<file path="src/hdl/spindle_synced_step_generator_assert.svh">
// Assertion macros used by the step generator phase accumulator
`ifndef SPINDLE_SYNCED_STEP_GENERATOR_ASSERT_SVH
`define SPINDLE_SYNCED_STEP_GENERATOR_ASSERT_SVH

// Check a property on every rising clock edge outside reset
`define SSSG_ASSERT(label, clk, rst_n, prop, msg) \
  label: assert property (@(posedge clk) disable iff (!rst_n) (prop)) else $error(msg);

// Check that a condition implies a consequence in the next cycle
`define SSSG_ASSERT_NEXT(label, clk, rst_n, cond, cons, msg) \
  `SSSG_ASSERT(label, clk, rst_n, (cond) |=> (cons), msg)

`endif

</file>
<file path="src/hdl/sssg_pkg.sv">
// Types and constants for the spindle synced step generator
`default_nettype none

package sssg_pkg;

  localparam int unsigned DataW  = 32;
  localparam int unsigned RampW  = 31;
  localparam int unsigned CfgIdxW = 2;
  localparam logic [DataW-1:0] UnitStep = 32'h0001_0000;

  typedef enum logic [CfgIdxW-1:0] {
    CFG_TRACK_ENABLE = 2'd0,
    CFG_TARGET_RATIO = 2'd1,
    CFG_RAMP_STEP    = 2'd2
  } cfg_idx_e;

  typedef enum logic {
    ACT_STEP = 1'b0,
    ACT_RAMP = 1'b1
  } action_e;

  // Work handed from the front stage to the phase accumulator
  typedef struct packed {
    logic             step_en;
    logic [DataW-1:0] prod;
    logic [DataW-1:0] ratio;
  } stage_t;

endpackage

`default_nettype wire

</file>
<file path="src/hdl/spindle_synced_step_generator.sv">
// Datapath: an accepted word is registered in the front stage, then in the output stage.
// Throughput: one word per cycle while the output is not stalled; the front stage holds
// the 32x32 multiply, the back stage the phase add and step compare.
// Back pressure stalls both stages in place; input ready follows output ready.
// Reset clears configuration, ratio, position, phase state and valid flags to zero.
// Top level: one electronic leadscrew axis locked to a spindle encoder
`default_nettype none

module spindle_synced_step_generator
  import sssg_pkg::*;
(
  input  wire logic               clk_i,
  input  wire logic               rst_ni,
  input  wire logic               cfg_we_i,
  input  wire logic [CfgIdxW-1:0] cfg_index_i,
  input  wire logic [DataW-1:0]   cfg_wdata_i,
  input  wire logic               s_axis_tvalid,
  output logic                    s_axis_tready,
  input  wire logic [DataW-1:0]   s_axis_tdata,  // [31:0] spindle_position
  input  wire logic               s_axis_tuser,  // [0] action
  output logic                    m_axis_tvalid,
  input  wire logic               m_axis_tready,
  output logic [71:0]             m_axis_tdata   // [0] step_pulse, [1] direction,
                                                 // [33:2] steps_made,
                                                 // [65:34] current_ratio, [71:66] zero
);

  logic             track_q;
  logic [DataW-1:0] target_q;
  logic [RampW-1:0] ramp_q;
  logic [DataW-1:0] prev_q;
  logic [DataW-1:0] ratio_q, ratio_d;
  logic             s1_valid_q;
  stage_t           s1_q, s1_d;
  logic             out_valid_q;
  logic             out_pulse_q;
  logic             out_dir_q;
  logic [DataW-1:0] out_count_q;
  logic [DataW-1:0] out_ratio_q;
  logic             out_ready;
  logic             s1_adv;
  logic             in_acc;
  logic             pulse;
  logic             dir;
  logic [DataW-1:0] count;
  logic [DataW-1:0] delta;
  logic signed [DataW+1:0] cur, tgt, stp, up, dn;

  assign out_ready     = !out_valid_q || m_axis_tready;
  assign s1_adv        = s1_valid_q && out_ready;
  assign s_axis_tready = !s1_valid_q || out_ready;
  assign in_acc        = s_axis_tvalid && s_axis_tready;

  always_ff @(posedge clk_i or negedge rst_ni) begin
    if (!rst_ni) begin
      track_q  <= 1'b0;
      target_q <= '0;
      ramp_q   <= '0;
    end else if (cfg_we_i) begin
      case (cfg_idx_e'(cfg_index_i))
        CFG_TRACK_ENABLE: track_q  <= cfg_wdata_i[0];
        CFG_TARGET_RATIO: target_q <= cfg_wdata_i;
        CFG_RAMP_STEP:    ramp_q   <= cfg_wdata_i[RampW-1:0];
        default: ;
      endcase
    end
  end

  // slew ratio toward target (zero when tracking is off), clamp on overshoot; zero ramp step jumps to target
  always_comb begin
    cur = {{2{ratio_q[DataW-1]}}, ratio_q};
    tgt = track_q ? {{2{target_q[DataW-1]}}, target_q} : '0;
    stp = {3'b000, ramp_q};
    up  = cur + stp;
    dn  = cur - stp;
    if (stp == '0) begin
      ratio_d = tgt[DataW-1:0];
    end else if (cur < tgt) begin
      ratio_d = (up > tgt) ? tgt[DataW-1:0] : up[DataW-1:0];
    end else if (cur > tgt) begin
      ratio_d = (dn < tgt) ? tgt[DataW-1:0] : dn[DataW-1:0];
    end else begin
      ratio_d = ratio_q;
    end
  end

  assign delta = s_axis_tdata - prev_q;

  always_comb begin
    s1_d.step_en = (action_e'(s_axis_tuser) == ACT_STEP) && track_q;
    s1_d.prod    = delta * ratio_q;
    s1_d.ratio   = (action_e'(s_axis_tuser) == ACT_RAMP) ? ratio_d : ratio_q;
  end

  always_ff @(posedge clk_i or negedge rst_ni) begin
    if (!rst_ni) begin
      prev_q     <= '0;
      ratio_q    <= '0;
      s1_valid_q <= 1'b0;
    end else begin
      if (in_acc) begin
        if (action_e'(s_axis_tuser) == ACT_RAMP) begin
          ratio_q <= ratio_d;
        end else begin
          prev_q <= s_axis_tdata;
        end
        s1_valid_q <= 1'b1;
      end else if (s1_adv) begin
        s1_valid_q <= 1'b0;
      end
    end
  end

  always_ff @(posedge clk_i) begin
    if (in_acc) begin
      s1_q <= s1_d;
    end
  end

  sssg_phase u_phase (
    .clk_i   (clk_i),
    .rst_ni  (rst_ni),
    .adv_i   (s1_adv),
    .work_i  (s1_q),
    .pulse_o (pulse),
    .dir_o   (dir),
    .count_o (count)
  );

  always_ff @(posedge clk_i or negedge rst_ni) begin
    if (!rst_ni) begin
      out_valid_q <= 1'b0;
    end else if (out_ready) begin
      out_valid_q <= s1_valid_q;
    end
  end

  always_ff @(posedge clk_i) begin
    if (s1_adv) begin
      out_pulse_q <= pulse;
      out_dir_q   <= dir;
      out_count_q <= count;
      out_ratio_q <= s1_q.ratio;
    end
  end

  assign m_axis_tvalid = out_valid_q;
  assign m_axis_tdata  = {6'b000000, out_ratio_q, out_count_q, out_dir_q, out_pulse_q};

endmodule

`default_nettype wire

</file>
<file path="src/hdl/sssg_phase.sv">
// Phase accumulator, step decision, step count and direction state
`default_nettype none

`include "spindle_synced_step_generator_assert.svh"

module sssg_phase
  import sssg_pkg::*;
(
  input  wire logic             clk_i,
  input  wire logic             rst_ni,
  input  wire logic             adv_i,
  input  wire stage_t           work_i,
  output logic                  pulse_o,
  output logic                  dir_o,
  output logic [DataW-1:0]      count_o
);

  logic [DataW-1:0] phase_q, phase_d;
  logic [DataW-1:0] count_q, count_d;
  logic             dir_q, dir_d;
  logic [DataW-1:0] sum;

  always_comb begin
    sum     = phase_q + work_i.prod;
    phase_d = phase_q;
    count_d = count_q;
    dir_d   = dir_q;
    pulse_o = 1'b0;
    if (work_i.step_en) begin
      phase_d = sum;
      if ($signed(sum) >= $signed(UnitStep)) begin
        pulse_o = 1'b1;
        dir_d   = 1'b1;
        count_d = count_q + 32'd1;
        phase_d = sum - UnitStep;
      end else if ($signed(sum) <= -$signed(UnitStep)) begin
        pulse_o = 1'b1;
        dir_d   = 1'b0;
        count_d = count_q - 32'd1;
        phase_d = sum + UnitStep;
      end
    end
  end

  always_ff @(posedge clk_i or negedge rst_ni) begin
    if (!rst_ni) begin
      phase_q <= '0;
      count_q <= '0;
      dir_q   <= 1'b0;
    end else if (adv_i) begin
      phase_q <= phase_d;
      count_q <= count_d;
      dir_q   <= dir_d;
    end
  end

  assign dir_o   = dir_d;
  assign count_o = count_d;

  `SSSG_ASSERT_NEXT(a_idle_hold, clk_i, rst_ni, !adv_i,
    $stable(phase_q) && $stable(count_q) && $stable(dir_q), "state moved without advance")
  `SSSG_ASSERT_NEXT(a_count_step, clk_i, rst_ni, adv_i && pulse_o,
    (count_q == $past(count_q) + 32'd1) || (count_q == $past(count_q) - 32'd1),
    "step count did not move by one on a step")
  `SSSG_ASSERT_NEXT(a_no_step_count, clk_i, rst_ni, adv_i && !pulse_o,
    $stable(count_q) && $stable(dir_q), "count or direction moved without a step")
  `SSSG_ASSERT(a_off_no_step, clk_i, rst_ni, !work_i.step_en |-> !pulse_o,
    "step fired without tracking step tick")

endmodule

`default_nettype wire
</file>
<file path="config.mk">
export PLATFORM = sky130hd
export DESIGN_NAME = spindle_synced_step_generator
export DESIGN_NICKNAME = d
export VERILOG_FILES = /design/src/hdl/sssg_pkg.sv /design/src/hdl/spindle_synced_step_generator.sv /design/src/hdl/sssg_phase.sv
export VERILOG_INCLUDE_DIRS = /design/src /design/src/hdl
export SDC_FILE = /design/constraint.sdc
export NUM_CORES = 2
export LEC_CHECK = 0
export BUFFER_PORTS_ARGS = -buffer_cell sky130_fd_sc_hd__buf_4
export CAP_MARGIN = 10
export CORE_ASPECT_RATIO = 1.25
export CORE_MARGIN = 4
export CORE_UTILIZATION = 40
export CTS_CLUSTER_DIAMETER = 40
export DETAILED_ROUTE_END_ITERATION = 7
export GPL_TIMING_DRIVEN = 0
export PLACE_DENSITY = 0.55
export SLEW_MARGIN = 20
export SYNTH_ARGS = -nofsm -noshare
export SYNTH_HDL_FRONTEND = slang
export SYNTH_SLANG_ARGS = --single-unit
</file>
<file path="constraint.sdc">
create_clock -name clk_i -period 9.31 [get_ports clk_i]
set_clock_uncertainty 0.2 [all_clocks]
set_input_delay 0.4655 -clock clk_i [delete_from_list [all_inputs] [get_ports clk_i]]
set_output_delay 0.4655 -clock clk_i [all_outputs]
set_load 0.02 [all_outputs]
</file>
==> summary.txt <==
Total Wirelength = 130700 µm
Synth cell types = 95
Die area = 102400 µm²
Crit end category = register
Area Overhead vs Synth = 16.41%
Vias = 31360
WP data arrival = 11.08 ns
Worst slew pin tran = 1.246 ns
Period minus WS final = 10.92 ns
Num rows = 127
Global route total overflow = 0
Root Buffer = clkbuf_16
Worst-skew pair later-pin latency = 0.65 ns
Vias in the first global route = 32230
Detail Route Antenna Nets = 0
Buf/Inv on CP = 9
Number of remaining DRC errors = 0
Post-synth ARST share = 0.5982
Longest Clk Path Bufs = 3
Avg WL per Cell = 22.38 µm
Crit-path slowest cell = xnor2_2
Pre-antenna DRT Iters = 5
Max-slew violation count = 0
Total CTS buffers = 54
Clk pin slew, worst setup/hold paths = 0.06 ns
Worst reg2reg setup slack = -1.61 ns
Synthesized instance count = 4194
Post-Route M1 WL = 53050 µm
Starting Density = 0.4044
Synth Register Bits = 326
Fill count = 9429
Top_reg_cell synth = dfrtp_1
Core Box Area = 96290 µm²
Synth warn = 0
Top Layer Used = met5
Metal2 WL = 64020 µm
Hold Crit Class = input port to asynchronous set/reset pin
Most common cell after layout, fill and taps aside = inv_1
Critical path type = register to register
Final Hold Fails = 0
Synth Cell Area = 38940 µm²
Relative slew slack = 0.1690
Most frequent cells in the layout = 561 x inv_1, 479 x nand2_1, 407 x fa_1, 343 x ha_1, 237 x and2_1
Non-Filler Instances = 5839
GRT Resource Usage Total = 0.2538
Unrepaired setup endpoints after global routing = yes
Sequential area share after synthesis = 0.2263
Initial DRC count = 2198
Max_cap viols = 0
CP max FO = 10
Multi-input gate area = 27760 µm²
H-tree Lvls = 2
FF+latch area = 8815 µm²
Largest net degree at the start of global routing = 91
DP Cell Count = 5632
Die Y = 356.9 µm
Largest delay share family, worst path = adder cells
PortBufs = 138
WP data required = 9.48 ns
CTS Sinks = 326
Number of enable flip-flop cells after synthesis = 131
Die X = 287.1 µm
First-pass GRT wire length = 197400 µm
Tcrit/Tclk final = 1.173
Syn_area_per_cell = 9.286 µm²
Routed met3 length = 7517 µm
Worst stage delay on the critical path = 0.67 ns
Failing checks = setup timing
Fmax = 91.61 MHz
Post-DP HPWL = 104800 µm
Antenna Cells = 0
Nets = 5337
Antenna violations before repair = 3
Startpoint Class = register
Final Setup Violations = 3
Top cell by count, worst path = xnor2_1
GP Congestion = 0.9812
PnR worst setup slack = -1.606 ns
Vias per Instance = 5.371
CTS tree = done
Io pins = 146
Status = finished, violations left
Layout cells sized above 1 = 0.1231
logic make-up after synthesis:
group                      after synthesis  synth area share
AOI/OAI and AO/OA                      649            0.1115
xor gates and xnor gates               261           0.06047
adders and majority gates              761            0.3239
buffers and inverters                  766           0.07518
DFF                                    326            0.2263
muxes                                  135           0.03878
other                                    1        0.00009629
and+or+nand+nor                       1295            0.1638
synthesized netlist by cell type, types with 7 or more instances:
library cell / n / area [µm²]
nand3_1: 55 / 275.3
a211oi_1: 25 / 187.7
nand3b_1: 7 / 52.55
nor4_1: 18 / 112.6
a21oi_1: 176 / 880.8
ha_1: 349 / 4367
edfxtp_1: 131 / 3934
xnor2_1: 194 / 1699
nand2b_1: 44 / 275.3
o32ai_1: 9 / 78.83
inv_1: 563 / 2113
o22ai_1: 27 / 168.9
nand4_1: 34 / 212.7
o21a_1: 17 / 127.6
nor2_1: 199 / 747.0
o41ai_1: 9 / 78.83
o21bai_1: 27 / 202.7
a31oi_1: 25 / 156.4
nor3b_1: 11 / 82.58
o21ai_1: 9 / 45.04
a21o_1: 75 / 563.0
and3_1: 37 / 231.5
buf_4: 9 / 67.56
nor3_1: 52 / 260.3
a211o_1: 10 / 87.58
o211ai_1: 17 / 127.6
mux2_2: 127 / 1430
buf_1: 13 / 48.80
nor2b_1: 68 / 425.4
a221oi_1: 9 / 78.83
clkbuf_1: 176 / 660.6
and2_1: 237 / 1483
a21boi_0: 8 / 60.06
or3_1: 20 / 125.1
o21ai_0: 104 / 520.5
a22oi_1: 8 / 60.06
or2_2: 11 / 68.82
o31ai_1: 8 / 60.06
fa_1: 412 / 8248
xor2_1: 62 / 543.0
dfrtp_1: 195 / 4880
mux2i_1: 8 / 80.08
nand2_1: 479 / 1798
layout make-up:
cell class / instances / area share
clock inverter: 36 / 0.009880
clock buffer: 65 / 0.03248
multi-input combinational: 3107 / 0.6124
sequential: 326 / 0.1944
inverter: 563 / 0.04670
buffer: 203 / 0.02128
tap: 1290 / 0.03560
timing repair buffer: 249 / 0.04722
per-stage QoR:
step	setup TNS, ns	hold slack [ns]	cell area [µm²]	setup WS (ns)	utilization
2_1_floorplan	-0.7549	-0.03009	39010	-0.7549	-
3_3_place_gp	-34.45	0.2018	41660	-3.158	0.4326
3_5_place_dp	-18.64	0.1821	41810	-3.093	0.4342
4_1_cts	-2.019	0.07277	45130	-1.526	0.4687
5_1_grt	-4.521	0.09261	45340	-2.019	0.4708
6_report	-2.234	0.09210	45340	-1.606	0.4708
per-layer routing:
layer | global-route usage | up-vias
met5 | 0 | -
met4 | 0.1015 | 2
met3 | 0.03384 | 254
met2 | 0.4415 | 1024
met1 | 0.3197 | 15600
li1 | - | 14480
worst reg2reg max path: cells and delay by family, from the launching register on:
family	cells	cell delay, ns
AO/OA/AOI/OAI	3	0.67
XOR/XNOR	17	3.86
adder cells (fa/ha/maj)	9	4.37
buffers and inverters	9	1.10
flip-flops	1	0.33
AND/OR/NAND/NOR	1	0.11
flip-flops by register name, summed over array words and instances (netlist names):
name	count
prev_q	32
s1_q	65
u_phase.phase_q	32
m_axis_tvalid	1
s1_valid_q	1
u_phase.count_q	32
u_phase.dir_q	1
out_count_q	32
out_ratio_q	32
target_q	32
out_pulse_q	1
ratio_q	32
track_q	1
ramp_q	31
out_dir_q	1
path summary, 6_finish.rpt:
| check | cells past startpoint | endpoint | start |
|---|---|---|---|
| min | 2 | u_phase.count_q[12] | rst_ni |
| min reg2reg | 0 | out_ratio_q[17] | s1_q[17] |
| min in group clk_i | 3 | track_q | cfg_we_i |
| max | 39 | s1_q[63] | prev_q[4] |
| max in group asynchronous | 4 | prev_q[28] | rst_ni |
| max reg2reg | 39 | s1_q[63] | prev_q[4] |
repair_timing:
action | in CTS | in global routing
endpoints found under the hold margin | 193 | 0
pin swaps | 42 | 31
buffers inserted | 26 | 10
hold buffers | 70 | 0
gates resized for setup | 101 | 39
setup endpoints to repair | 16 | 36
Power is left out: the tool's default activity adds up to more than one toggle a clock period on the data nets, which glitch-free logic cannot reach.
